$ cat src/rtl/core/asf_pkg.sv
`timescale 1ns / 1ps
// Package for the adaptive slider smoothing filter: types, register codes, reset values.
package asf_pkg;

   localparam int SampleW       = 16;
   localparam int ShiftW        = 4;
   localparam int CsrIndexW     = 2;
   localparam int CsrDataW      = 16;

   localparam int FractionBitsDefault = 8;
   localparam int ChannelsDefault     = 2;

   localparam logic [SampleW-1:0] FastThresholdReset = 16'd768;
   localparam logic [ShiftW-1:0]  SlowShiftReset     = 4'd2;
   localparam logic [ShiftW-1:0]  FastShiftReset     = 4'd1;

   typedef enum logic [CsrIndexW-1:0] {
      CSR_FAST_THRESHOLD = 2'd0,
      CSR_SLOW_SHIFT     = 2'd1,
      CSR_FAST_SHIFT     = 2'd2
   } csr_index_type;

   typedef struct packed {
      logic [SampleW-1:0] fast_threshold;
      logic [ShiftW-1:0]  slow_shift;
      logic [ShiftW-1:0]  fast_shift;
   } cfg_type;

   typedef struct packed {
      logic               channel;
      logic [SampleW-1:0] raw_sample;
   } req_payload_type;

   typedef struct packed {
      logic               out_channel;
      logic [SampleW-1:0] smoothed_value;
   } rsp_payload_type;

endpackage

$ cat src/rtl/core/asf_csr.sv
`timescale 1ns / 1ps
// Configuration registers of the smoothing filter.
module asf_csr
   import asf_pkg::*;
(
   input  logic                 clock,
   input  logic                 reset,
   input  logic                 csr_write,
   input  logic [CsrIndexW-1:0] csr_index,
   input  logic [CsrDataW-1:0]  csr_data,
   output cfg_type              cfg
);

   cfg_type cfg_ff;
   cfg_type cfg_in;

   always_comb begin
      cfg_in = cfg_ff;
      if (csr_write) begin
         unique case (csr_index)
            CSR_FAST_THRESHOLD: cfg_in.fast_threshold = csr_data;
            CSR_SLOW_SHIFT:     cfg_in.slow_shift     = csr_data[ShiftW-1:0];
            CSR_FAST_SHIFT:     cfg_in.fast_shift     = csr_data[ShiftW-1:0];
            default:            cfg_in                = cfg_ff;
         endcase
      end
   end

   always_ff @(posedge clock) begin
      if (reset) begin
         cfg_ff.fast_threshold <= FastThresholdReset;
         cfg_ff.slow_shift     <= SlowShiftReset;
         cfg_ff.fast_shift     <= FastShiftReset;
      end else begin
         cfg_ff <= cfg_in;
      end
   end

   assign cfg = cfg_ff;

endmodule

$ cat src/rtl/core/asf_step.sv
`timescale 1ns / 1ps
// One filter update: first-sample load or adaptive approach of the accumulator, and half-up rounding.
module asf_step
   import asf_pkg::*;
#(
   parameter int FRACTION_BITS = FractionBitsDefault
) (
   input  cfg_type                             cfg,
   input  logic                                primed,
   input  logic [SampleW+FRACTION_BITS-1:0]    acc,
   input  logic [SampleW-1:0]                  raw_sample,
   output logic [SampleW+FRACTION_BITS-1:0]    acc_next,
   output logic [SampleW-1:0]                  smoothed_value
);

   localparam int AccW = SampleW + FRACTION_BITS;
   localparam logic [AccW:0] HalfLsb = (AccW+1)'((64'd1 << FRACTION_BITS) >> 1);

   logic [AccW-1:0]   target;
   logic [AccW-1:0]   limit;
   logic [AccW-1:0]   mag;
   logic [AccW-1:0]   step;
   logic              rising;
   logic [ShiftW-1:0] shift;
   logic [AccW:0]     round_sum;

   assign target = {raw_sample, {FRACTION_BITS{1'b0}}};
   assign limit  = {cfg.fast_threshold, {FRACTION_BITS{1'b0}}};
   assign rising = (target >= acc);
   assign mag    = rising ? (target - acc) : (acc - target);
   // strict compare: a step equal to the threshold stays on the slow shift
   assign shift  = (mag > limit) ? cfg.fast_shift : cfg.slow_shift;
   assign step   = mag >> shift;

   always_comb begin
      if (!primed) begin
         acc_next = target;
      end else if (rising) begin
         acc_next = acc + step;
      end else begin
         acc_next = acc - step;
      end
   end

   assign round_sum      = {1'b0, acc_next} + HalfLsb;
   assign smoothed_value = round_sum[FRACTION_BITS +: SampleW];

endmodule

$ cat src/rtl/core/adaptive_slider_smoothing_filter_top.sv
`timescale 1ns / 1ps
// Top level of the adaptive slider smoothing filter.
//
//   port group | direction | handshake          | carries
//   req_       | in        | req_valid/ready    | channel, raw_sample
//   rsp_       | out       | rsp_valid/ready    | out_channel, smoothed_value
//   csr_       | in        | csr_write only     | fast_threshold, slow_shift, fast_shift
//
// A sample is registered on transfer and its result is registered once the result stage is free, so
// one sample can be taken every cycle while the result is not stalled.
// The per-channel state updates in the same edge as the result register, so a following
// sample on the same channel sees the new accumulator with no gap.
// A stalled result holds the result register; the input register still takes one sample.
// Synchronous reset clears the primed flags and pipeline valids, restores the configuration
// registers and holds req_ready low.
module adaptive_slider_smoothing_filter_top
   import asf_pkg::*;
#(
   parameter int FRACTION_BITS = FractionBitsDefault,
   parameter int CHANNELS      = ChannelsDefault
) (
   input  logic                 clock,
   input  logic                 reset,
   input  logic                 req_valid,
   output logic                 req_ready,
   input  req_payload_type      req_data,
   output logic                 rsp_valid,
   input  logic                 rsp_ready,
   output rsp_payload_type      rsp_data,
   input  logic                 csr_write,
   input  logic [CsrIndexW-1:0] csr_index,
   input  logic [CsrDataW-1:0]  csr_data
);

   localparam int AccW    = SampleW + FRACTION_BITS;
   localparam int ChIdxW  = (CHANNELS > 1) ? $clog2(CHANNELS) : 1;

   cfg_type          cfg;

   logic             s1_valid_ff;
   logic             s1_valid_in;
   req_payload_type  s1_data_ff;

   logic             rsp_valid_ff;
   logic             rsp_valid_in;
   rsp_payload_type  rsp_data_ff;

   logic [AccW-1:0]  acc_ff    [CHANNELS];
   logic [CHANNELS-1:0] primed_ff;

   logic             advance;
   logic             in_range;
   logic [ChIdxW-1:0] ch_idx;
   logic [AccW-1:0]  acc_next;
   logic [SampleW-1:0] smoothed;

   asf_csr u_csr (
      .clock     (clock),
      .reset     (reset),
      .csr_write (csr_write),
      .csr_index (csr_index),
      .csr_data  (csr_data),
      .cfg       (cfg)
   );

   assign in_range = (32'(s1_data_ff.channel) < CHANNELS);
   assign ch_idx   = in_range ? ChIdxW'(s1_data_ff.channel) : '0;

   asf_step #(
      .FRACTION_BITS (FRACTION_BITS)
   ) u_step (
      .cfg            (cfg),
      .primed         (primed_ff[ch_idx]),
      .acc            (acc_ff[ch_idx]),
      .raw_sample     (s1_data_ff.raw_sample),
      .acc_next       (acc_next),
      .smoothed_value (smoothed)
   );

   // move the registered sample into the result stage when that stage is free or draining
   assign advance      = s1_valid_ff && (!rsp_valid_ff || rsp_ready);
   assign req_ready    = !reset && (!s1_valid_ff || advance);
   assign s1_valid_in  = (req_valid && req_ready) || (s1_valid_ff && !advance);
   assign rsp_valid_in = advance || (rsp_valid_ff && !rsp_ready);

   always_ff @(posedge clock) begin
      if (reset) begin
         s1_valid_ff  <= 1'b0;
         rsp_valid_ff <= 1'b0;
         primed_ff    <= '0;
      end else begin
         s1_valid_ff  <= s1_valid_in;
         rsp_valid_ff <= rsp_valid_in;
         if (advance && in_range) begin
            primed_ff[ch_idx] <= 1'b1;
         end
      end
   end

   always_ff @(posedge clock) begin
      if (req_valid && req_ready) begin
         s1_data_ff <= req_data;
      end
      if (advance) begin
         rsp_data_ff.out_channel    <= s1_data_ff.channel;
         rsp_data_ff.smoothed_value <= in_range ? smoothed : '0;
         if (in_range) begin
            acc_ff[ch_idx] <= acc_next;
         end
      end
   end

   assign rsp_valid = rsp_valid_ff;
   assign rsp_data  = rsp_data_ff;

endmodule

$ cat config.mk
export PLATFORM = sky130hd
export DESIGN_NAME = adaptive_slider_smoothing_filter_top
export DESIGN_NICKNAME = d
export VERILOG_FILES = /design/src/rtl/core/asf_pkg.sv /design/src/rtl/core/asf_csr.sv /design/src/rtl/core/asf_step.sv /design/src/rtl/core/adaptive_slider_smoothing_filter_top.sv
export SDC_FILE = /design/constraint.sdc
export NUM_CORES = 1
export LEC_CHECK = 0
export BUFFER_PORTS_ARGS = -buffer_cell sky130_fd_sc_hd__buf_4
export CAP_MARGIN = 20
export CORE_MARGIN = 2
export CORE_UTILIZATION = 55
export CTS_BUF_LIST = sky130_fd_sc_hd__clkbuf_4 sky130_fd_sc_hd__clkbuf_8
export CTS_CLUSTER_SIZE = 8
export DETAILED_ROUTE_END_ITERATION = 6
export MAX_ROUTING_LAYER = met4
export PLACE_DENSITY = 0.73
export SETUP_SLACK_MARGIN = 0.15
export SKIP_CTS_REPAIR_TIMING = 1
export SLEW_MARGIN = 20
export SYNTH_ARGS = -nofsm -noshare
export SYNTH_HDL_FRONTEND = slang
export SYNTH_SLANG_ARGS = --single-unit
$ cat constraint.sdc
create_clock -name clock -period 26.5 [get_ports clock]
set_clock_uncertainty 0.05 [all_clocks]
set_input_delay 1.325 -clock clock [delete_from_list [all_inputs] [get_ports clock]]
set_output_delay 1.325 -clock clock [all_outputs]
set_load 0.1 [all_outputs]
* After elaboration in Yosys (flattened, before gate mapping)
Memories as Yosys holds them, arrays and structs flattened. A register that Yosys moved wholly into a read port is not among the register bits. Cells that the tools add are included.
Storage, ports and cells: register bits after elaboration 62, bits in latches 0, memory bits (writable) 48, ROM bits 0, input port bits 40, output and inout port bits 19, logic and storage cells 54, memories 1
Operators by class: add/subtract/negate cells 5, multiply operators 0, divide/modulo/power cells 0, order comparisons 4, equality and inequality tests 2, shift operators 1, mux-type cells 11, bitwise operators 1, reductions and logical operators 19
Memories:
- acc_ff | words 2, bits a word 24, rd ports 1, clocked after Yosys merged registers in 1, wr ports 1, line adaptive_slider_smoothing_filter_top.sv:48 | logic [AccW-1:0] acc_ff [CHANNELS];
Operator list (number):
- $mux W24 | 3
- $sub A24 B24 Y24 | 3
- $add A24 B24 Y24 | 1
- $add A24 B8 Y24 const B | 1
- $ge A24 B24 Y1 | 1
- $gt A24 B24 Y1 | 1
- $shr A24 B4 Y24 | 1
- $logic_and A1 B1 Y1 | 6
- $mux W1 | 6
- $reduce_and A2 Y1 | 3
- $logic_not A1 Y1 | 5
- $logic_or A1 B1 Y1 | 4
- $mux W4 | 1
- $eq A2 B1 Y1 const B | 1
- $eq A2 B2 Y1 const B | 1
- $logic_not A2 Y1 | 1
- $lt A1 B2 Y1 const B | 1
- $or A2 B2 Y2 | 1
- $demux W1 S1 | 1
- $ge A1 B1 Y1 const B | 1

* Depth between registers and ports, before layout
Gate-level depths: netlist of the first run.
depth in word-level cells 9, mapped depth 56, gate-level depth less buffers 49

* Cells and area by module
A second synthesis of the first run with hierarchy kept.
Unflattened totals: cells, all modules 1180, area, all modules 10557.6 µm²
Modules (own cells, without submodules):
- asf_step | instances 1, cells each 948, area each 6553.8 µm², seq. area each 0.0 µm²
- adaptive_slider_smoothing_filter_top | instances 1, cells each 133, area each 2975.4 µm², seq. area each 2562.5 µm²
- asf_csr | instances 1, cells each 99, area each 1028.5 µm², seq. area each 480.5 µm²

* Worst setup path before layout of the first run
No wires, ideal clock.
path type register to register, start reg (tool-made name), end reg rsp_data_ff (netlist bit rsp_data[15]), data pin, arrival 11.031 ns, path slack 15.159 ns, stages on the path, launching flop included 54, period minus slack after synthesis 11.341 ns, cells stage by stage dfxtp_1 buf_6 buf_2 buf_1 mux2i_1 inv_1 ha_1 clkbuf_1 a21o_1 a21o_1 a21oi_1 o21bai_2 nor2_2 mux2_2 a221o_1 or3_1 and2_1 ha_1 [... 18 more ...] ha_1 a21o_1 a21oi_1 o21ai_0 a21o_1 a21oi_1 o21ai_0 o41ai_1 o21ai_0 or4b_2 a41o_1 a21o_1 a21o_1 a21oi_1 xnor2_1 a2111o_1 o211ai_2 xnor2_1
RTL lines:
- end: declaration | line adaptive_slider_smoothing_filter_top.sv:46 | rsp_payload_type rsp_data_ff;

==> flow_summary_export.csv, run 1 <==
group,metric,value,unit
status,status,"complete, but fails checks",
status,violations,"design-rule violations",
global_routing,grt_max_degree,33,
clock_network,clock_sinks,111,
routing,vias_per_cell,6.19,
finish,final_cell_mix,"104 x nand2_1, 90 x inv_1, 87 x nor2_1",
synth,syn-num-nets,1251,
routing,firstDrtPassIters,7,
worst_setup_path,slowest_stage,"nor3_4",
timing,slew_viol_final,0,
die,die_h,139,um
finish,area_delta_synth_final,7.92,%
pwr,power_density,83.2,nW/um2
worst_setup_path,max_stage_delay,820,ps
synth,synth_top_flop_cell,"edfxtp_1",
timing,rsz0062_at_grt,"no",
synth,synth_warnings,0,
global_routing,grt_pass1_wl,43800,um
synth,ys_ff_latch,111,
placed_design,dp_hpwl,21000,um
pwr,p_leak,0.00446,uW
finish,design_area,10700,um2
worst_setup_path,critPathMaxFanout,32,
routing,drc,23,
global_routing,grt_pass1_vias,8305,
worst_setup_path,cp.required,26600,ps
die,ios,59,
synth,synth_top_cell_area_share,0.247,
routing,wl_per_cell,19.4,um
worst_setup_path,arrival,13880,ps
routing,ant_nets,0,
timing,fmax,0.0726,GHz
timing,post-route-min-period,13780,ps
timing,setup_slack,12720,ps
die,die_area,19200,um2
die,start_util,0.558,
synth,synthCells,1131,
global_routing,antenna_found_initial,1,
clock_network,cts_buffers,9,
timing,setup-tns-final,0,ps
placed_design,port_buffers,58,
die,core_area,17800,um2
synth,synth_cell_types,101,
global_routing,grt_overflow,0,
placed_design,gp_congestion,0.990,
clock_network,cts_root_buffer,"clkbuf_8",
routing,wl,27100,um
run,cap_violations,0,
clock_network,ctsLongestPathBuffers,2,
synth,ys_async_sr_fraction,0,
synth,yosys.area.top_type,"edfxtp_1",
synth,ys_seq_area_frac,0.306,
hold_path,holdCritPathClass,"register to register",
finish,fin_nets,1287,
synth,syn_area_per_cell,8.80,um2
die,rows,49,
finish,num_antenna_cells,0,
clock_network,cts.clk_slew.worst_paths,110,ps
pwr,worst_ir_drop_vdd,0.0399,mV
die,die_w,139,um
routing,vias,8667,
timing,worstMarginPinSlew,1030,ps
timing,hold_violations,0,
timing,relSlewSlack,0.311,
finish,n_fill_cell,1604,
finish,final_common_cell,"nand2_1",
finish,drive_above_1_share,0.121,
routing,drtIter0Drc,787,
timing,setup_viol,0,
pwr,p_total,894,uW
synth,synth_area,9950,um2
placed_design,place_area,10600,um2
clock_network,cts_tree,"done",
synth,synth_edf_count,82,
worst_setup_path,startpoint_type,"register",
clock_network,clock_latency,410,ps
placed_design,post-place-ws,12960,ps
worst_setup_path,path_class,"register to register",
global_routing,grt.total_usage,0.291,
worst_setup_path,crit_path_end_kind,"register",
timing,period_share,0.520,
synth,synthTopCellsByArea,"edfxtp_1 25%, ha_1 9.8%, dfxtp_1 5.8%",
clock_network,cts_max_level,3,
-- where the power goes --
part / internal [uW] / switching, uW / total [uW]
Combinational: 221 / 368 / 588
Clock: 36.8 / 64.4 / 101
Sequential: 200 / 4.15 / 204
Total: 458 / 436 / 894
-- stage by stage --
step	instances	utilization	hold slack [ps]
3_5_place_dp	1385	0.592	398
5_1_grt	1401	0.602	440
3_3_place_gp	1385	0.592	396
4_1_cts	1401	0.602	414
2_1_floorplan	1131	-	386
6_report	1401	0.602	412
-- final cells by class --
type	count	area, um2	share of cell area
Clock inverter	6	55.1	0.00513
Timing Repair Buffer	65	488	0.0454
Inverter	90	338	0.0315
Clock buffer	10	131	0.0122
Tap cell	229	287	0.0267
Sequential cell	111	3040	0.283
Multi-Input combinational cell	890	6400	0.596
-- layer usage --
layer  global-route usage  vias up  part of all wire
met2                0.471      271              0.47
met5                    -        -                 0
met1                0.379     4119              0.45
met3               0.0409       43             0.059
li1                     -     4234                 -
met4               0.0940        0             0.023
-- worst max-delay path: cells and delay by family (launching register included) --
family / cells / cell delay (ps)
multiplexers: 3 / 950
AND/OR/NAND/NOR: 16 / 5270
flip-flops: 1 / 320
AO/OA/AOI/OAI: 20 / 4720
adder cells (fa/ha/maj): 4 / 1210
buffers and inverters: 3 / 640
XOR/XNOR: 2 / 340
-- synthesized netlist by cell type (13+ instances only) --
master / number
a21o_1: 25
a21oi_1: 76
a31oi_1: 15
and2_1: 14
and3_1: 13
clkbuf_1: 24
dfxtp_1: 29
edfxtp_1: 82
ha_1: 78
inv_1: 90
mux2i_1: 52
nand2_1: 104
nand3_1: 27
nand4_1: 15
nor2_1: 87
nor3_1: 26
o211ai_1: 19
o21ai_0: 51
xnor2_1: 45
xor2_1: 23
-- path summary, 6_finish.rpt --
check	slack, ps	startpoint	cells past startpoint	to
setup / recovery	12720	register	48	rsp_data[15]
hold / removal	410	u_csr.cfg[12]	2	u_csr.cfg[12]
setup reg to reg	12720	register	48	rsp_data[15]
hold reg to reg	410	u_csr.cfg[12]	2	u_csr.cfg[12]
-- cells by family after synthesis --
| kind of cell | share of synthesized area |
|---|---|
| simple gates | 0.184 |
| compound gates | 0.228 |
| buf+inv | 0.0524 |
| flops | 0.306 |
| fa+ha+maj | 0.102 |
| xor+xnor | 0.0598 |
| mux | 0.0673 |
-- state kept, by name (all words and copies together) (netlist names), named ones only --
signal	flops
s1_data_ff	16
acc_ff	48
primed_ff	2
rsp_valid	1
ch_idx	1
s1_valid_ff	1
u_csr.cfg	24
rsp_data	17
No activity file was read; power rests on OpenSTA's default activity.
==> run 2, diff against run 1 <==
--- a/config.mk
+++ b/config.mk
@@ -13,7 +13,7 @@
 export CTS_CLUSTER_SIZE = 8
 export DETAILED_ROUTE_END_ITERATION = 6
 export MAX_ROUTING_LAYER = met4
-export PLACE_DENSITY = 0.73
+export PLACE_DENSITY = 0.76
 export SETUP_SLACK_MARGIN = 0.15
 export SKIP_CTS_REPAIR_TIMING = 1
 export SLEW_MARGIN = 20
==> constraint.sdc (replaced) <==
create_clock -name clock -period 11.93 [get_ports clock]
set_clock_uncertainty 0.05 [all_clocks]
set_input_delay 0.5965 -clock clock [delete_from_list [all_inputs] [get_ports clock]]
set_output_delay 0.5965 -clock clock [all_outputs]
set_load 0.1 [all_outputs]
==> run 2 against run 1 <==
The run now ends clean. Hold slack got worse by 100 ps. First-iteration DRC count fell by 15%. Combinational power rose by 150%. Largest cell class unchanged. Global-route usage rose by 0.97 points. Sequential share of layout area fell by 2.1 points. Via count rose by 4.3%. Critical path depth rose by 3. Die area did not move. Largest power group unchanged. Clock power rose by 140%. Register-to-register slack got worse by 12000 ps.
==> flow_summary_export.csv, run 2 (synthesis results as in run 1) <==
group,metric,value,unit
status,status,"complete, no violations",
pwr,worst_ir_drop_vdd,0.0963,mV
clock_network,cts_buffers,9,
clock_network,cts.clk_slew.worst_paths,120,ps
routing,firstDrtPassIters,5,
die,die_area,19200,um2
placed_design,dp_hpwl,22300,um
die,core_area,17800,um2
finish,fin_nets,1350,
finish,final_cell_mix,"124 x buf_4, 103 x nand2_1, 90 x inv_1",
timing,relSlewSlack,0.346,
timing,post-route-min-period,11290,ps
routing,wl_per_cell,20.0,um
finish,final_common_cell,"buf_4",
run,cap_violations,0,
routing,wl,29300,um
worst_setup_path,slowest_stage,"or4b_2",
worst_setup_path,critPathMaxFanout,15,
clock_network,cts_max_level,3,
pwr,pwr-share-clk,0.113,
die,die_h,139,um
worst_setup_path,path_class,"register to register",
finish,num_antenna_cells,0,
timing,setup-tns-final,0,ps
die,start_util,0.558,
die,ios,59,
pwr,p_leak,0.00480,uW
pwr,switching_power,1030,uW
worst_setup_path,max_stage_delay,650,ps
global_routing,antenna_found_initial,1,
timing,timing.hold.ws,312,ps
pwr,power_density,186,nW/um2
placed_design,numPlacedInstances,1424,
finish,design_area,11600,um2
global_routing,grt_pass1_wl,44600,um
timing,fmax,0.0886,GHz
routing,drc,0,
timing,rsz0062_at_grt,"no",
die,die_w,139,um
global_routing,grt_pass1_vias,8454,
finish,drive_above_1_share,0.202,
placed_design,place_area,10900,um2
finish,top_register,"acc_ff",
clock_network,clock_sinks,111,
pwr,pwr-share-seq,0.210,
worst_setup_path,arrival,11380,ps
timing,period_share,0.946,
placed_design,gp_congestion,0.974,
routing,drtIter0Drc,668,
placed_design,port_buffers,58,
clock_network,cts_tree,"done",
finish,n_fill_cell,1503,
global_routing,grt.total_usage,0.301,
timing,setup_viol,0,
worst_setup_path,rr_worst_depth,51,
pwr,p_int,1130,uW
die,rows,49,
worst_setup_path,cp.required,12020,ps
worst_setup_path,crit_top_cell,"buf_4",
pwr,swShare,0.477,
global_routing,grt_max_degree,33,
worst_setup_path,crit_path_end_kind,"register",
pwr,combPwrFrac,0.677,
clock_network,cts_root_buffer,"clkbuf_8",
clock_network,clock_latency,400,ps
hold_path,holdCritPathClass,"primary input to register",
finish,largest_reg_flops,48,
clock_network,ctsLongestPathBuffers,2,
routing,ant_nets,0,
hold_path,holdPathStages,1,
timing,hold_violations,0,
routing,vias,9043,
timing,slew_viol_final,0,
worst_setup_path,startpoint_type,"register",
timing,worstMarginPinSlew,976,ps
finish,utilization,0.650,
global_routing,grt_overflow,0,
finish,fin_cells,1464,
routing,vias_per_cell,6.18,
finish,area_delta_synth_final,16.5,%
[run 2: changes by cell type in the layout (fill, tap and decap cells not counted), sizes merged]
cell / change
nand3: +1
buf: +61
bufinv: +1
inv: +1
clkinv: -3
clkinvlp: +1
clkbuf: +1
[run 2: path summary, 6_finish.rpt]
check	from	to	slack, ps
min	req_data[8]	s1_data_ff[8]	310
max reg2reg	register	rsp_data[15]	640
max	register	rsp_data[15]	640
min reg2reg	u_csr.cfg[21]	u_csr.cfg[21]	410
[run 2: worst max-delay path, delay by kind of cell (launching register included)]
kind	cells	cell delay, ps
XOR/XNOR	3	410
AND/OR/NAND/NOR	17	3900
buffers and inverters	9	1460
adder cells (fa/ha/maj)	3	1020
AO/OA/AOI/OAI	17	3280
multiplexers	2	510
flip-flops	1	370
[run 2: power groups by stage]
stage	sequential [uW]	combinational (uW)	clock, uW
after detailed placement	463	1330	0
after global placement	462	1330	0
after floorplan	495	956	0
final	455	1460	243
after CTS	454	1340	250
after global routing	457	1590	262
[run 2: layout make-up]
| cell class | count | area, um2 | share of cell area |
|---|---|---|---|
| Tap cell | 229 | 287 | 0.0247 |
| Clock buffer | 10 | 131 | 0.0113 |
| Sequential cell | 111 | 3050 | 0.263 |
| Timing Repair Buffer | 127 | 996 | 0.0859 |
| Clock inverter | 6 | 75.1 | 0.00647 |
| Multi-Input combinational cell | 891 | 6730 | 0.580 |
| Inverter | 90 | 338 | 0.0291 |
[run 2: routing by layer]
| metal | part of all wire | routed length (um) | global-route usage | vias to the layer above |
|---|---|---|---|---|
| met3 | 0.066 | 1930 | 0.0426 | 64 |
| met1 | 0.45 | 13100 | 0.403 | 4281 |
| li1 | - | - | - | 4365 |
| met2 | 0.46 | 13500 | 0.472 | 333 |
| met4 | 0.028 | 820 | 0.0994 | 0 |
| met5 | 0 | 0 | - | - |
[run 2: metrics by stage]
stage	setup slack (ps)	power (uW)
after floorplan	589	1450
after global placement	138	1790
after detailed placement	-39.8	1790
after CTS	-91.9	2040
after global routing	55.0	2310
final	642	2160
==> run 3, diff against run 2 <==
--- a/config.mk
+++ b/config.mk
@@ -8,12 +8,12 @@
 export BUFFER_PORTS_ARGS = -buffer_cell sky130_fd_sc_hd__buf_4
 export CAP_MARGIN = 20
 export CORE_MARGIN = 2
-export CORE_UTILIZATION = 55
+export CORE_UTILIZATION = 36
 export CTS_BUF_LIST = sky130_fd_sc_hd__clkbuf_4 sky130_fd_sc_hd__clkbuf_8
 export CTS_CLUSTER_SIZE = 8
 export DETAILED_ROUTE_END_ITERATION = 6
 export MAX_ROUTING_LAYER = met4
-export PLACE_DENSITY = 0.76
+export REMOVE_ABC_BUFFERS = 1
 export SETUP_SLACK_MARGIN = 0.15
 export SKIP_CTS_REPAIR_TIMING = 1
 export SLEW_MARGIN = 20
==> run 3 against run 2 <==
Sequential power hardly changed. Flip-flop and latch count unchanged. Clock power fell by 3%. Hold slack worse by 10 ps. Final area increased by 0.65%. Fmax is 0.54% higher. Global-route usage is 9.0 points lower.
==> flow_summary_export.csv, run 3 (synthesis results as in run 1) <==
group,metric,value,unit
run,cap_violations,0,
worst_setup_path,cp.required,12040,ps
global_routing,antenna_found_initial,0,
placed_design,numPlacedInstances,1571,
timing,hold_violations,0,
clock_network,clock_sinks,111,
finish,num_antenna_cells,0,
hold_path,worstHoldEndpoint,"s1_data_ff[6]",
status,status,"complete, no violations",
worst_setup_path,arrival,11340,ps
pwr,combPwrFrac,0.679,
die,die_h,170,um
finish,utilization,0.432,
die,die_area,29000,um2
worst_setup_path,critical_path_depth,50,
hold_path,hp-start,"req_data[6]",
routing,drtIter0Drc,598,
finish,largest_reg_flops,48,
worst_setup_path,slowest_stage,"or4b_2",
finish,n_fill_cell,2726,
die,rows,60,
worst_setup_path,max_stage_delay,650,ps
pwr,p_leak,0.00489,uW
timing,slew_viol_final,0,
worst_setup_path,reg2reg_to,"rsp_data[15]",
timing,relSlewSlack,0.332,
global_routing,grt.total_usage,0.210,
finish,top_register,"acc_ff",
timing,fmax,0.0891,GHz
worst_setup_path,crit_path_end_kind,"register",
pwr,worst_ir_drop_vdd,0.105,mV
timing,setup_viol,0,
pwr,power_density,184,nW/um2
finish,final_common_cell,"buf_4",
global_routing,grt_max_degree,30,
timing,setup-tns-final,0,ps
global_routing,grt_pass1_wl,46500,um
clock_network,cts_max_level,3,
timing,period_share,0.941,
timing,worstMarginPinSlew,997,ps
pwr,swShare,0.481,
clock_network,cts_buffers,9,
global_routing,grt_overflow,0,
routing,drc,0,
timing,rsz0062_at_grt,"no",
clock_network,cts_tree,"done",
routing,vias,8971,
finish,area_delta_synth_final,17.3,%
clock_network,clock_latency,410,ps
routing,wl_per_cell,18.6,um
worst_setup_path,cp_top_family,"compound AO/OA/AOI/OAI gates",
finish,drive_above_1_share,0.199,
die,core_area,27000,um2
pwr,pwr-share-seq,0.212,
worst_setup_path,rr_worst_depth,50,
worst_setup_path,path_class,"register to register",
pwr,p_int,1110,uW
finish,fin_nets,1370,
routing,firstDrtPassIters,5,
global_routing,grt_pass1_vias,8634,
clock_network,cts_root_buffer,"clkbuf_8",
placed_design,post-place-ws,-20.2,ps
hold_path,holdPathStages,1,
die,ios,59,
placed_design,dp_hpwl,23800,um
pwr,pwr-share-clk,0.110,
placed_design,gp_congestion,0.938,
finish,fin_cells,1596,
worst_setup_path,startpoint_type,"register",
die,die_w,170,um
worst_setup_path,critical_path_buf_inv_count,5,
timing,setup_slack,702,ps
die,start_util,0.368,
hold_path,holdCritPathClass,"primary input to register",
worst_setup_path,worst-r2r-setup-slack,700,ps
routing,wl,29700,um
finish,final_cell_mix,"145 x buf_4, 104 x nand2_1, 90 x inv_1",
clock_network,ctsLongestPathBuffers,2,
routing,vias_per_cell,5.62,
timing,post-route-min-period,11230,ps
worst_setup_path,critPathMaxFanout,14,
routing,ant_nets,0,
clock_network,cts.clk_slew.worst_paths,120,ps
placed_design,port_buffers,58,
pwr,switching_power,1030,uW
## run 3: layout make-up
| cell class | instances | area, um2 | share of cell area |
|---|---|---|---|
| multi-input combinational | 890 | 6530 | 0.559 |
| sequential | 111 | 3040 | 0.261 |
| timing repair buffer | 148 | 1140 | 0.0976 |
| tap | 341 | 427 | 0.0365 |
| inverter | 90 | 338 | 0.0289 |
| clock buffer | 9 | 124 | 0.0106 |
| clock inverter | 7 | 72.6 | 0.00622 |
## run 3: worst max path at each step
stage	slack (ps)	endpoint	start
2_1_floorplan	30	rsp_data[15]	register
3_3_place_gp	-30	rsp_data[15]	register
3_5_place_dp	-20	rsp_data[15]	register
4_1_cts	-90	rsp_data[15]	register
5_1_grt	60	rsp_data[15]	register
6_report	700	rsp_data[15]	register
## run 3: metal layers
| layer | track usage | wire length [um] | share of wire | vias to the layer above |
|---|---|---|---|---|
| li1 | - | - | - | 4402 |
| met3 | 0.0253 | 1340 | 0.045 | 44 |
| met2 | 0.338 | 13900 | 0.47 | 256 |
| met5 | - | 0 | 0 | - |
| met1 | 0.278 | 13700 | 0.46 | 4269 |
| met4 | 0.0628 | 687 | 0.023 | 0 |
## run 3: worst reg2reg max path: cells and delay by family (launching register included)
family,cells,cell delay [ps]
xor gates and xnor gates,2,230
and+or+nand+nor,14,3240
adders and majority gates,4,1260
AOI/OAI and AO/OA,22,4380
muxes,3,770
DFF,1,380
buffers and inverters,5,690
## run 3: through the flow
stage	cell area, um2	total power (uW)	hold WS [ps]
floorplan	9770	1440	380
global placement	11300	1850	394
detailed placement	11300	1840	400
CTS	11500	2090	285
global route	11700	2310	276
finish	11700	2150	302
## run 3: power by group through the flow
stage          Clock (uW)  Combinational [uW]  Sequential, uW
2_1_floorplan           0                 941             497
3_3_place_gp            0                1390             463
3_5_place_dp            0                1380             463
4_1_cts               243                1390             454
5_1_grt               255                1600             456
6_report              235                1460             454
